### config.mk
export PLATFORM = sky130hd
export DESIGN_NAME = activation_sparsity_statistics_top
export DESIGN_NICKNAME = d
export VERILOG_FILES = /design/src/sv/ass_pkg.sv /design/src/sv/ass_front.sv /design/src/sv/ass_queue.sv /design/src/sv/ass_back.sv /design/src/sv/activation_sparsity_statistics_top.sv
export SDC_FILE = /design/constraint.sdc
export NUM_CORES = 2
export LEC_CHECK = 0
export ABC_AREA = 0
export BUFFER_PORTS_ARGS = -buffer_cell sky130_fd_sc_hd__clkbuf_2
export CAP_MARGIN = 20
export CORE_UTILIZATION = 40
export CTS_BUF_LIST = sky130_fd_sc_hd__clkbuf_8 sky130_fd_sc_hd__clkbuf_16
export CTS_CLUSTER_SIZE = 40
export DETAILED_ROUTE_END_ITERATION = 8
export GPL_ROUTABILITY_DRIVEN = 1
export SYNTH_ARGS = -nofsm -noshare
export SYNTH_HDL_FRONTEND = slang
export SYNTH_HIERARCHICAL = 1
export SYNTH_SLANG_ARGS = --single-unit
### constraint.sdc
create_clock -name i_clk -period 21.4 [get_ports i_clk]
set_clock_uncertainty 0.1 [all_clocks]
set_input_delay 2.14 -clock i_clk [delete_from_list [all_inputs] [get_ports i_clk]]
set_output_delay 2.14 -clock i_clk [all_outputs]
set_load 0.02 [all_outputs]
### src/sv/ass_pkg.sv
// Package with payload types and constants for the activation sparsity statistics block.
`timescale 1ns / 1ps
`default_nettype none
package ass_pkg;
    localparam int CFG_IDX_W = 2;
    localparam int CFG_DATA_W = 26;
    localparam logic [CFG_IDX_W-1:0] REG_ELEMENT_COUNT = 2'd0;
    localparam logic [CFG_IDX_W-1:0] REG_SQRT_OF_COUNT = 2'd1;
    localparam logic [CFG_IDX_W-1:0] REG_RECIP_SQRT = 2'd2;
    localparam logic [16:0] ONE_Q16 = 17'd65536;
    localparam logic [0:0] KIND_ELEMENT = 1'b0;
    localparam logic [0:0] KIND_CLEAR = 1'b1;

    typedef struct packed {
        logic        kind;
        logic [15:0] element_value;
        logic        last;
    } t_in_item;

    typedef struct packed {
        logic [16:0] sample_sparsity;
        logic [16:0] sample_active;
        logic        sample_quiet;
        logic [47:0] sparsity_total;
        logic [47:0] active_total;
        logic [31:0] quiet_total;
        logic [31:0] sample_total;
    } t_out_item;

    // One finished sample (or a clear) handed from the front to the back.
    typedef struct packed {
        logic        clear;
        logic [31:0] abs_sum;
        logic [46:0] square_sum;
        logic [16:0] positive_count;
    } t_job;
endpackage
`default_nettype wire

### src/sv/ass_front.sv
// Front part: accumulates per-sample sums and emits one job per sample end or clear.
`timescale 1ns / 1ps
`default_nettype none
module ass_front (
    input  wire logic             i_clk,
    input  wire logic             i_rst_n,
    input  wire logic             i_valid,
    input  wire ass_pkg::t_in_item i_item,
    output logic                  o_job_valid,
    output ass_pkg::t_job         o_job
);
    import ass_pkg::*;

    logic [31:0] r_abs, n_abs;
    logic [46:0] r_sq, n_sq;
    logic [16:0] r_pos, n_pos;
    logic        neg;
    logic [15:0] mag;
    logic [32:0] abs_add;
    logic [47:0] sq_add;
    logic [31:0] mag_sq;

    always_comb begin
        neg = i_item.element_value[15];
        mag = neg ? (16'd0 - i_item.element_value) : i_item.element_value;
        mag_sq = {16'd0, mag} * {16'd0, mag};
        abs_add = {1'b0, r_abs} + {17'd0, mag};
        sq_add = {1'b0, r_sq} + {16'd0, mag_sq};
        n_abs = abs_add[32] ? 32'hFFFF_FFFF : abs_add[31:0];
        n_sq = sq_add[47] ? {47{1'b1}} : sq_add[46:0];
        n_pos = r_pos;
        if (!neg && mag != 16'd0 && r_pos != {17{1'b1}}) begin
            n_pos = r_pos + 17'd1;
        end
        o_job.clear = (i_item.kind == KIND_CLEAR);
        o_job.abs_sum = n_abs;
        o_job.square_sum = n_sq;
        o_job.positive_count = n_pos;
        o_job_valid = i_valid && (o_job.clear || i_item.last);
    end

    always_ff @(posedge i_clk) begin
        if (!i_rst_n) begin
            r_abs <= '0;
            r_sq <= '0;
            r_pos <= '0;
        end else if (i_valid && i_item.kind == KIND_ELEMENT) begin
            if (i_item.last) begin
                r_abs <= '0;
                r_sq <= '0;
                r_pos <= '0;
            end else begin
                r_abs <= n_abs;
                r_sq <= n_sq;
                r_pos <= n_pos;
            end
        end
    end
endmodule
`default_nettype wire

### src/sv/ass_queue.sv
// Small register queue between the front and the back.
`timescale 1ns / 1ps
`default_nettype none
module ass_queue #(
    parameter int DEPTH = 4
) (
    input  wire logic          i_clk,
    input  wire logic          i_rst_n,
    input  wire logic          i_push,
    input  wire ass_pkg::t_job i_data,
    output logic               o_full,
    output logic               o_empty,
    input  wire logic          i_pop,
    output ass_pkg::t_job      o_data
);
    import ass_pkg::*;
    localparam int AW = $clog2(DEPTH);

    t_job           r_mem [DEPTH];
    logic [AW-1:0]  r_wp, r_rp;
    logic [AW:0]    r_cnt;
    logic           do_push, do_pop;

    assign o_full = (r_cnt == (AW+1)'(DEPTH));
    assign o_empty = (r_cnt == '0);
    assign o_data = r_mem[r_rp];
    assign do_push = i_push && !o_full;
    assign do_pop = i_pop && !o_empty;

    always_ff @(posedge i_clk) begin
        if (do_push) begin
            r_mem[r_wp] <= i_data;
        end
    end

    always_ff @(posedge i_clk) begin
        if (!i_rst_n) begin
            r_wp <= '0;
            r_rp <= '0;
            r_cnt <= '0;
        end else begin
            if (do_push) begin
                r_wp <= (r_wp == AW'(DEPTH - 1)) ? '0 : r_wp + AW'(1);
            end
            if (do_pop) begin
                r_rp <= (r_rp == AW'(DEPTH - 1)) ? '0 : r_rp + AW'(1);
            end
            r_cnt <= r_cnt + (AW+1)'(do_push) - (AW+1)'(do_pop);
        end
    end
endmodule
`default_nettype wire

### src/sv/ass_back.sv
// Back part: square root, division, sparsity and saturating totals, one job at a time.
`timescale 1ns / 1ps
`default_nettype none
module ass_back (
    input  wire logic             i_clk,
    input  wire logic             i_rst_n,
    input  wire logic             i_job_valid,
    input  wire ass_pkg::t_job    i_job,
    output logic                  o_job_pop,
    input  wire logic [24:0]      i_sqrt_n,
    input  wire logic [25:0]      i_recip,
    output logic                  o_empty,
    input  wire logic             i_pop,
    output ass_pkg::t_out_item    o_item
);
    import ass_pkg::*;

    localparam logic [2:0] ST_IDLE = 3'd0;
    localparam logic [2:0] ST_SQRT = 3'd1;
    localparam logic [2:0] ST_DIV  = 3'd2;
    localparam logic [2:0] ST_MUL  = 3'd3;
    localparam logic [2:0] ST_TOT  = 3'd4;
    localparam logic [2:0] ST_OUT  = 3'd5;

    logic [2:0]  r_st;
    logic [5:0]  r_cnt;
    t_job        r_job;
    // Square root of square_sum << 16, zero-extended to 64 bits, two bits per cycle.
    logic [63:0] r_rem;
    logic [31:0] r_root;
    logic [63:0] r_rad;
    // Restoring division abs_sum << 24 by root, one quotient bit per cycle.
    logic [55:0] r_dvd;
    logic [32:0] r_drem;
    logic [55:0] r_quo;
    logic [16:0] r_sp;
    logic [50:0] r_prod;
    logic [47:0] r_sp_acc, r_act_acc;
    logic [31:0] r_q_acc, r_s_acc;
    logic        r_full;
    t_out_item   r_out;

    logic [63:0] trial_rem;
    logic [33:0] trial;
    logic [32:0] drem_sh;
    logic [55:0] ratio;
    logic [24:0] d;
    logic [48:0] sp_add;
    logic [48:0] act_add;
    logic        quiet;
    logic        load_out;

    always_comb begin
        trial_rem = {r_rem[61:0], r_rad[63:62]};
        trial = {r_root, 2'b01};
        drem_sh = {r_drem[31:0], r_dvd[55]};
        ratio = (r_job.square_sum == '0 || r_quo < 56'(ONE_Q16)) ? 56'(ONE_Q16) : r_quo;
        d = (56'(i_sqrt_n) > ratio) ? (i_sqrt_n - ratio[24:0]) : 25'd0;
        quiet = (r_job.positive_count == '0);
        sp_add = {1'b0, r_sp_acc} + 49'(r_sp);
        act_add = {1'b0, r_act_acc} + 49'(r_job.positive_count);
    end

    assign o_job_pop = (r_st == ST_IDLE) && i_job_valid;
    assign o_empty = !r_full;
    assign o_item = r_out;
    assign load_out = (r_st == ST_OUT) && !r_job.clear && (!r_full || i_pop);

    always_ff @(posedge i_clk) begin
        if (o_job_pop) begin
            r_job <= i_job;
            r_rad <= {1'b0, i_job.square_sum, 16'd0};
            r_rem <= '0;
            r_root <= '0;
            r_cnt <= '0;
        end
        case (r_st)
            ST_SQRT: begin
                r_rad <= {r_rad[61:0], 2'b00};
                if (trial_rem >= 64'(trial)) begin
                    r_rem <= trial_rem - 64'(trial);
                    r_root <= {r_root[30:0], 1'b1};
                end else begin
                    r_rem <= trial_rem;
                    r_root <= {r_root[30:0], 1'b0};
                end
                r_cnt <= (r_cnt == 6'd31) ? '0 : r_cnt + 6'd1;
                r_dvd <= {r_job.abs_sum, 24'd0};
                r_drem <= '0;
            end
            ST_DIV: begin
                r_dvd <= {r_dvd[54:0], 1'b0};
                if (drem_sh >= {1'b0, r_root}) begin
                    r_drem <= drem_sh - {1'b0, r_root};
                    r_quo <= {r_quo[54:0], 1'b1};
                end else begin
                    r_drem <= drem_sh;
                    r_quo <= {r_quo[54:0], 1'b0};
                end
                r_cnt <= r_cnt + 6'd1;
            end
            ST_MUL: begin
                r_prod <= 51'(d) * 51'(i_recip);
            end
            ST_TOT: begin
                r_sp <= (r_prod[50:24] > 27'(ONE_Q16)) ? ONE_Q16 : r_prod[40:24];
            end
            default: begin
            end
        endcase
    end

    always_ff @(posedge i_clk) begin
        if (!i_rst_n) begin
            r_st <= ST_IDLE;
            r_full <= 1'b0;
            r_sp_acc <= '0;
            r_act_acc <= '0;
            r_q_acc <= '0;
            r_s_acc <= '0;
        end else begin
            if (load_out) begin
                r_full <= 1'b1;
            end else if (r_full && i_pop) begin
                r_full <= 1'b0;
            end
            case (r_st)
                ST_IDLE: begin
                    if (i_job_valid) begin
                        r_st <= i_job.clear ? ST_OUT : ST_SQRT;
                    end
                end
                ST_SQRT: if (r_cnt == 6'd31) r_st <= ST_DIV;
                ST_DIV: if (r_cnt == 6'd55) r_st <= ST_MUL;
                ST_MUL: r_st <= ST_TOT;
                ST_TOT: r_st <= ST_OUT;
                ST_OUT: begin
                    if (r_job.clear) begin
                        r_sp_acc <= '0;
                        r_act_acc <= '0;
                        r_q_acc <= '0;
                        r_s_acc <= '0;
                        r_st <= ST_IDLE;
                    end else if (!r_full || i_pop) begin
                        r_sp_acc <= sp_add[48] ? {48{1'b1}} : sp_add[47:0];
                        r_act_acc <= act_add[48] ? {48{1'b1}} : act_add[47:0];
                        if (quiet && r_q_acc != 32'hFFFF_FFFF) r_q_acc <= r_q_acc + 32'd1;
                        if (r_s_acc != 32'hFFFF_FFFF) r_s_acc <= r_s_acc + 32'd1;
                        r_st <= ST_IDLE;
                    end
                end
                default: r_st <= ST_IDLE;
            endcase
        end
    end

    // Result register, loaded together with the totals.
    always_ff @(posedge i_clk) begin
        if (load_out) begin
            r_out.sample_sparsity <= r_sp;
            r_out.sample_active <= r_job.positive_count;
            r_out.sample_quiet <= quiet;
            r_out.sparsity_total <= sp_add[48] ? {48{1'b1}} : sp_add[47:0];
            r_out.active_total <= act_add[48] ? {48{1'b1}} : act_add[47:0];
            r_out.quiet_total <= (quiet && r_q_acc != 32'hFFFF_FFFF) ? r_q_acc + 32'd1 : r_q_acc;
            r_out.sample_total <= (r_s_acc != 32'hFFFF_FFFF) ? r_s_acc + 32'd1 : r_s_acc;
        end
    end
endmodule
`default_nettype wire

### src/sv/activation_sparsity_statistics_top.sv
// Top level of the activation sparsity statistics block.
// Usage: Q8.8 tensor elements enter via push/full, one per cycle unless full.
// An element with last set closes a sample; a clear item zeroes the running totals.
// Each closed sample yields one result on the empty/pop side with the sample's Hoyer
// sparsity, positive count and the saturating totals after it.
// Element accumulation runs at one item per cycle unless full. The back end takes
// one sample at a time: it takes the job, runs the radix-4 square root unit, then
// the bit-serial divider, and then the multiply, the cap and the total update.
// A clear only takes the job and resets the totals.
// A queue of four jobs sits between the accumulator and the back end, so full
// rises only when samples close faster than the back end finishes them.
// When the receiver stalls, the result register holds; the back end then waits
// with the next result and the queue fills, after which full rises.
// Reset (synchronous, active low) clears all sums and totals and loads the
// register defaults; no clearing pass is needed.
`timescale 1ns / 1ps
`default_nettype none
module activation_sparsity_statistics_top #(
    parameter int QUEUE_DEPTH = 4
) (
    input  wire logic                               i_clk,
    input  wire logic                               i_rst_n,
    input  wire logic                               push,
    output logic                                    full,
    input  wire ass_pkg::t_in_item                  i_item,
    output logic                                    empty,
    input  wire logic                               pop,
    output ass_pkg::t_out_item                      o_item,
    input  wire logic                               i_cfg_we,
    input  wire logic [ass_pkg::CFG_IDX_W-1:0]      i_cfg_idx,
    input  wire logic [ass_pkg::CFG_DATA_W-1:0]     i_cfg_data
);
    import ass_pkg::*;

    logic [16:0] r_elem_cnt;
    logic [24:0] r_sqrt_n;
    logic [25:0] r_recip;
    logic        accept, job_valid, q_full, q_empty, q_pop;
    t_job        job, q_job;

    always_ff @(posedge i_clk) begin
        if (!i_rst_n) begin
            r_elem_cnt <= 17'd65536;
            r_sqrt_n <= 25'd16777216;
            r_recip <= 26'd65793;
        end else if (i_cfg_we) begin
            case (i_cfg_idx)
                REG_ELEMENT_COUNT: r_elem_cnt <= i_cfg_data[16:0];
                REG_SQRT_OF_COUNT: r_sqrt_n <= i_cfg_data[24:0];
                REG_RECIP_SQRT: r_recip <= i_cfg_data;
                default: begin
                end
            endcase
        end
    end

    assign full = q_full;
    assign accept = push && !full;

    ass_front u_front (
        .i_clk(i_clk), .i_rst_n(i_rst_n), .i_valid(accept), .i_item(i_item),
        .o_job_valid(job_valid), .o_job(job)
    );

    ass_queue #(.DEPTH(QUEUE_DEPTH)) u_queue (
        .i_clk(i_clk), .i_rst_n(i_rst_n), .i_push(job_valid), .i_data(job),
        .o_full(q_full), .o_empty(q_empty), .i_pop(q_pop), .o_data(q_job)
    );

    ass_back u_back (
        .i_clk(i_clk), .i_rst_n(i_rst_n), .i_job_valid(!q_empty), .i_job(q_job),
        .o_job_pop(q_pop), .i_sqrt_n(r_sqrt_n), .i_recip(r_recip),
        .o_empty(empty), .i_pop(pop), .o_item(o_item)
    );

    a_spars_cap: assert property (@(posedge i_clk) disable iff (!i_rst_n)
        !empty |-> o_item.sample_sparsity <= ONE_Q16)
        else $error("sample sparsity above one");
    a_quiet: assert property (@(posedge i_clk) disable iff (!i_rst_n)
        !empty |-> (o_item.sample_quiet == (o_item.sample_active == 17'd0)))
        else $error("quiet flag disagrees with active count");
    a_hold: assert property (@(posedge i_clk) disable iff (!i_rst_n)
        (!empty && !pop) |=> (!empty && $stable(o_item)))
        else $error("result changed while stalled");
    a_order: assert property (@(posedge i_clk) disable iff (!i_rst_n)
        !empty |-> o_item.quiet_total <= o_item.sample_total)
        else $error("quiet total exceeds sample total");
    a_cfg_len: assert property (@(posedge i_clk) disable iff (!i_rst_n)
        r_elem_cnt == r_elem_cnt)
        else $error("element count register unknown");
endmodule
`default_nettype wire
== Word level (Yosys, flattened, before mapping) ==
Memories as Yosys holds them, arrays and structs flattened. A register that Yosys moved wholly into a read port is not among the register bits.
Cells that the tools add are included.

* Add/sub/neg operators: 16
* Multipliers: 2
* Magnitude comparators: 5
* Eq/ne operators: 19
* Muxes and demuxes: 51
* Bitwise gates (word level): 1
* Reduce and logical (&&, ||, !) cells: 34

{| class="wikitable"
|+ Operators with widths
! cell !! count
|-
| $mux W32 || 11
|-
| $mux W48 || 6
|-
| $mux W62 || 3
|-
| $mux W64 || 2
|-
| $pmux W56 S2 || 1
|-
| $add A48 B17 Y49 || 2
|-
| $mux W47 || 2
|-
| $add A32 B1 Y32 const B || 2
|-
| $ge A64 B34 Y1 || 1
|-
| $ne A32 B32 Y1 const B || 2
|-
| $pmux W32 S2 || 1
|-
| $sub A62 B34 Y62 || 1
|-
| $gt A25 B56 Y1 || 1
|-
| $lt A56 B17 Y1 const B || 1
|-
| $mux W56 || 1
|-
| $mul A25 B26 Y51 || 1
|-
| $add A47 B32 Y48 || 1
|-
| $logic_not A47 Y1 || 1
|-
| $mux W17 || 2
|-
| $add A32 B16 Y33 || 1
|-
| $ge A33 B32 Y1 || 1
|-
| $mul A16 B16 Y32 || 1
|-
| $sub A32 B32 Y32 || 1
|-
| $gt A27 B17 Y1 const B || 1
|-
| other kinds (37) || 81
|}

* Flip-flop bits (word level): 970
* RAM bits: 388
* Word-level logic and storage cells: 164
* Memories: 1

{| class="wikitable"
|+ Memories
! memory !! depth !! bits a word !! read ports !! clocked after Yosys merged registers in !! wr ports !! line !! text
|-
| u_queue.r_mem || 4 || 97 || 1 || 1 || 1 || ass_queue.sv:19 || <nowiki>t_job r_mem [DEPTH];</nowiki>
|}

== Depth between registers and ports, before layout ==
* Word-level depth: 7
* Gate-level depth with buffers: 48
* Mapped depth without buffers: 45

== Cells and area by module ==
The synthesis kept the hierarchy.

{| class="wikitable"
|+ Modules (own cells, without submodules)
! module !! instances !! cells each !! area each (µm²) !! sequential area each (µm²)
|-
| ass_back || 1 || 5748 || 57812.9 || 21420.5
|-
| ass_queue || 1 || 559 || 14460.1 || 11831.3
|-
| ass_front || 1 || 1762 || 14436.3 || 1921.8
|-
| activation_sparsity_statistics_top || 1 || 203 || 2000.7 || 1021.0
|}

== Worst setup path after synthesis ==
Ideal clock, no wire load.

* Path type: register to register
* Start: register u_back/r_job[48] in the netlist's numbering
* End: register u_back.r_prod[48], data pin
* Arrival: 11.511 ns
* Data required time: 21.154 ns
* Setup slack: 9.643 ns
* Stages on the path, launching flop included: 46
* Clock period less this slack: 11.757 ns
* Path through: edfxtp_1 nor4_1 nand2_1 nor4_1 nand2_1 inv_1 a31oi_1 clkbuf_1 and2_1 ha_1 inv_1 fa_1 a211oi_1 o21ai_0 o21bai_1 a2111o_1 a211oi_1 clkbuf_1 (+10 left out) fa_1 fa_1 fa_1 inv_1 fa_1 inv_1 ha_1 inv_1 or3_1 or4_1 or2_1 a2111oi_4 nor2_2 o31ai_4 a41oi_2 and2_4 or3_1 a21oi_1

* Cells in the longest elaborated chain, start to end: 6

{| class="wikitable"
|+ RTL lines
! element !! line !! text
|-
| start, declared || ass_back.sv:27 || <nowiki>t_job r_job;</nowiki>
|-
| start signal, assigned || ass_back.sv:71 || <nowiki>r_job <= i_job;</nowiki>
|-
| $logic_not A47 Y1 * || ass_back.sv:57 || <nowiki>ratio = (r_job.square_sum == '0 || r_quo < 56'(ONE_Q16)) ? 56'(ONE_Q16) : r_quo;</nowiki>
|-
| $logic_or A1 B1 Y1 * || ass_back.sv:57 ||
|-
| $mux W56 * || ass_back.sv:57 ||
|-
| $gt A25 B56 Y1 or $sub A25 B25 Y25 (tied branches) || ass_back.sv:58 || <nowiki>d = (56'(i_sqrt_n) > ratio) ? (i_sqrt_n - ratio[24:0]) : 25'd0;</nowiki>
|-
| $mux W25 * || ass_back.sv:58 ||
|-
| $mul A25 B26 Y51 * || ass_back.sv:103 || <nowiki>r_prod <= 51'(d) * 51'(i_recip);</nowiki>
|-
| end signal, assigned || ass_back.sv:103 ||
|-
| end, declared || ass_back.sv:37 || <nowiki>logic [50:0] r_prod;</nowiki>
|}

Every way passes the cells marked *; elsewhere a longest branch is shown, timed or not.
A chain may end at the register's enable or synchronous reset.

== Worst setup path in the final report ==
* Start: register u_back/r_job[48] in the netlist's numbering
* End: register u_back.r_prod[43], data pin

Same word-level chain as after synthesis.

==> summary.md <==
| Metric | Value |
|---|---|
| Status | `complete, no violations` |
| CTS tree | `yes` |
| Final hold viol count | `0` |
| Clock group share of total power | `18.5%` |
| I/O Buffers | `247` |
| Routability-driven placement congestion ratio | `0.892` |
| Final period demand of the worst path | `14820 ps` |
| Synth Cell Area | `88700 um2` |
| Data arrival time of the worst path | `15250 ps` |
| Net total in the final layout | `9632` |
| RSZ-0062 raised after global routing | `no` |
| Number of instances in the synthesized netlist | `8272` |
| Placement row count | `172` |
| Fraction of the core area covered by cells at the end of the flow | `44.5%` |
| Relative max-transition margin | `26.0%` |
| Worst-Margin Slew | `1080 ps` |
| Buffers inserted during post-CTS setup optimization | `0` |
| Area taken by multi-input logic gates | `46900 um2` |
| Compound-Gate Fraction of Synth Area | `8.47%` |
| Final setup fails | `0` |
| Maximum level of the CTS H-tree | `4` |
| Power Dens Cells | `136 nW/um2` |
| Adder-cell share of the synthesized area | `23.1%` |
| Routed wire length | `224000 um` |
| Register area | `36200 um2` |
| WS Path Type | `register to register` |
| Layout cells sized above 1 | `8.97%` |
| Pin count of the biggest net entering global routing | `208` |
| Total negative slack for setup checks | `0 ps` |
| Achievable Freq | `0.0675 GHz` |
| Crit-path most repeated cell | `sky130_fd_sc_hd__fa_1` |
| Number of synthesized register bits | `1312` |
| Largest family of logic cells by synthesized area | `adder cells` |
| Count of cells resized by post-cts repair | `0` |
| Die height | `473 um` |
| Initial antenna violation count | `5` |
| EDFF count, synth | `992` |
| CTS Root Buffer Type | `sky130_fd_sc_hd__clkbuf_16` |
| Cell type contributing the most total cell area after synthesis | `sky130_fd_sc_hd__edfxtp_1` |
| Portion of total power attributed to sequential cells | `32.2%` |
| Total CTS buffers | `140` |
| Num ports | `248` |
| Clock transition at the registers of the reported paths | `60 ps` |
| DRC violation total after the first TritonRoute iteration | `4701` |
| Initial Utilization | `40.3%` |
| Total grt overflow | `0` |
| Combinational share of power | `49.3%` |
| X dimension of the die | `473 um` |
| Layout Area Growth over Synthesis | `10.4%` |
| Routed vias/inst | `5.31` |
| First-pass GRT wire length | `350000 um` |
| Final hold slack | `336 ps` |
| Basic-gate share of the synthesized area counting and, or, nand and nor cells | `13.8%` |
| Post-route antenna net violation count | `0` |
| Portion of synthesized cell area occupied by the leading cell type | `33.6%` |
| Maximum single-stage delay on the critical path | `960 ps` |
| IR Drop Worst-Case VDD | `0.000237 V` |
| Core ar. | `220000 um2` |
| Global-route usage over all layers | `19.8%` |
| XOR/XNOR share of the synthesized area | `3.63%` |
| Static leakage | `43.3 nW` |
| Number of search-and-repair iterations in the first detailed-routing pass | `6` |
| Half-perimeter wire length of the detailed placement result | `161000 um` |
| Switching power total | `5.59 mW` |
| Worst hold-check path type | `register to register` |
| Via count of the first global-routing pass | `61300` |
| Count of warnings emitted by yosys | `6` |
| Share of cell area taken by muxes after synthesis | `3.65%` |
| Final clock period utilization by the worst path | `69.2%` |
| Total internal power | `7.77 mW` |
| Count of hold-fix buffers inserted at cts | `0` |
| Average footprint of a synthesized cell | `10.7 um2` |
| Type of destination of the critical path | `register` |
| Switch share | `41.8%` |
| Worst-Skew Late Latency | `820 ps` |
| Max-slew violation total from the final report | `0` |
| Overall power consumption | `13.4 mW` |
| Number of DRC violations after detailed routing | `0` |
| Slowest stage cell on the critical path | `sky130_fd_sc_hd__and2_0` |
| Cell variety after synth | `95` |
| Die ar. | `224000 um2` |
| Max-cap violations | `0` |
| Required time at the worst-slack endpoint | `21830 ps` |
| Sequential element share of the synthesized area | `40.8%` |
| Ys flop type | `sky130_fd_sc_hd__edfxtp_1` |
| Proportion of synthesized flip-flops having asynchronous set or reset | `0%` |
| Cells taking the most area after synthesis | `sky130_fd_sc_hd__edfxtp_1 (34%), sky130_fd_sc_hd__fa_1 (17%), sky130_fd_sc_hd__dfxtp_1 (7.2%)` |
| Worst Setup Start Kind | `register` |
| Max clock buf depth | `3` |
| WL per Instance | `19.6 um` |
| Filler cells | `20700` |
| Clock sink total | `1312` |
| Critical Path Fanout Max | `126` |
| Via count of the routed design | `60900` |
-- worst paths after layout --
path | startpoint | to | slack (ps) | cells after the start
setup / recovery | u_back/r_job[48] | u_back/r_prod[43] | 6580 | 45
hold / removal | u_front/r_pos[13] | u_front/r_pos[13] | 340 | 1
setup reg to reg | u_back/r_job[48] | u_back/r_prod[43] | 6580 | 45
hold reg to reg | u_front/r_pos[13] | u_front/r_pos[13] | 340 | 1
-- registers in the layout (all words and copies together) (netlist names), 47 cells and up, named ones only --
| name | cells |
|---|---|
| u_back/r_rad | 48 |
| u_back/r_sp_acc | 48 |
| u_back/r_quo | 56 |
| u_back/r_rem | 62 |
| u_front/r_sq | 47 |
| u_queue/r_mem | 388 |
| u_back/o_item | 195 |
| u_back/r_job | 97 |
| u_back/r_act_acc | 48 |
-- worst max-delay path, delay by kind of cell, from the launching register on --
family                   cells  cell delay (ps)
adder cells (fa/ha/maj)     10             4350
AO/OA/AOI/OAI               11             3360
AND/OR/NAND/NOR             12             4030
buffers and inverters       11             2090
XOR/XNOR                     1              130
flip-flops                   1              360
-- layer usage --
metal / routed length (um) / vias up / GRT usage, % / share of wire, %
met5: 0 / - / 0 / 0
met4: 5990 / 0 / 5.96 / 2.7
met3: 11900 / 355 / 2.53 / 5.3
met2: 108000 / 1763 / 33.1 / 48
met1: 98700 / 30500 / 26.8 / 44
li1: - / 28300 / - / -
-- layout by cell type (no fill, tap or decap), drive strengths merged, types with 246 or more instances in the layout --
cell,n
inv,1137
dfxtp,320
nand2,1099
ha,445
and3,315
o21ai,246
edfxtp,992
nor2,400
clkbuf,398
fa,746
-- power groups by stage --
stage	Clock (mW)	Combinational, mW	Sequential [mW]
3_3_place_gp	0	6.38	4.34
5_1_grt	2.63	7.34	4.35
6_report	2.48	6.58	4.30
4_1_cts	2.54	6.56	4.31
2_1_floorplan	0	4.80	4.32
3_5_place_dp	0	6.53	4.36
-- per-stage QoR --
stage               worst slack (ps)  cells  area (um2)
finish                          6580  11500       97900
global route                    5830  11500       97900
CTS                             6760  11500       97800
detailed placement              6810  11200       93100
global placement                7220  11200       93000
floorplan                       9640   8280       88700
-- cells in the mapped netlist (61+ instances only) --
master,count
sky130_fd_sc_hd__edfxtp_1,992
sky130_fd_sc_hd__and3_1,315
sky130_fd_sc_hd__clkbuf_1,345
sky130_fd_sc_hd__mux4_2,97
sky130_fd_sc_hd__fa_1,746
sky130_fd_sc_hd__nor3_1,85
sky130_fd_sc_hd__nand4_1,61
sky130_fd_sc_hd__a21o_1,134
sky130_fd_sc_hd__o21ai_0,242
sky130_fd_sc_hd__ha_1,445
sky130_fd_sc_hd__xor2_1,158
sky130_fd_sc_hd__nand2_1,1099
sky130_fd_sc_hd__a21oi_1,234
sky130_fd_sc_hd__dfxtp_1,320
sky130_fd_sc_hd__and2_1,95
sky130_fd_sc_hd__nor2_1,399
sky130_fd_sc_hd__a22o_1,108
sky130_fd_sc_hd__mux2i_1,94
sky130_fd_sc_hd__xnor2_1,204
sky130_fd_sc_hd__inv_1,1088
sky130_fd_sc_hd__nand3_1,211
sky130_fd_sc_hd__nor2b_1,109
-- kinds of logic after synthesis --
kind of cell,Yosys count
AOI/OAI and AO/OA,1116
other,2
muxes,201
and+or+nand+nor,2588
adders and majority gates,1191
DFF,1312
xor gates and xnor gates,365
buffers and inverters,1497
-- final cells by class --
type                       instances  share of cell area [%]
clock inverter                   108                    1.12
antenna                            4                  0.0102
multi-input combinational       5471                    47.9
sequential                      1312                    37.0
tap                             2958                    3.78
inverter                        1095                    4.21
clock buffer                     152                    3.75
timing repair buffer             370                    2.30
(Power assumes the default switching activity.)
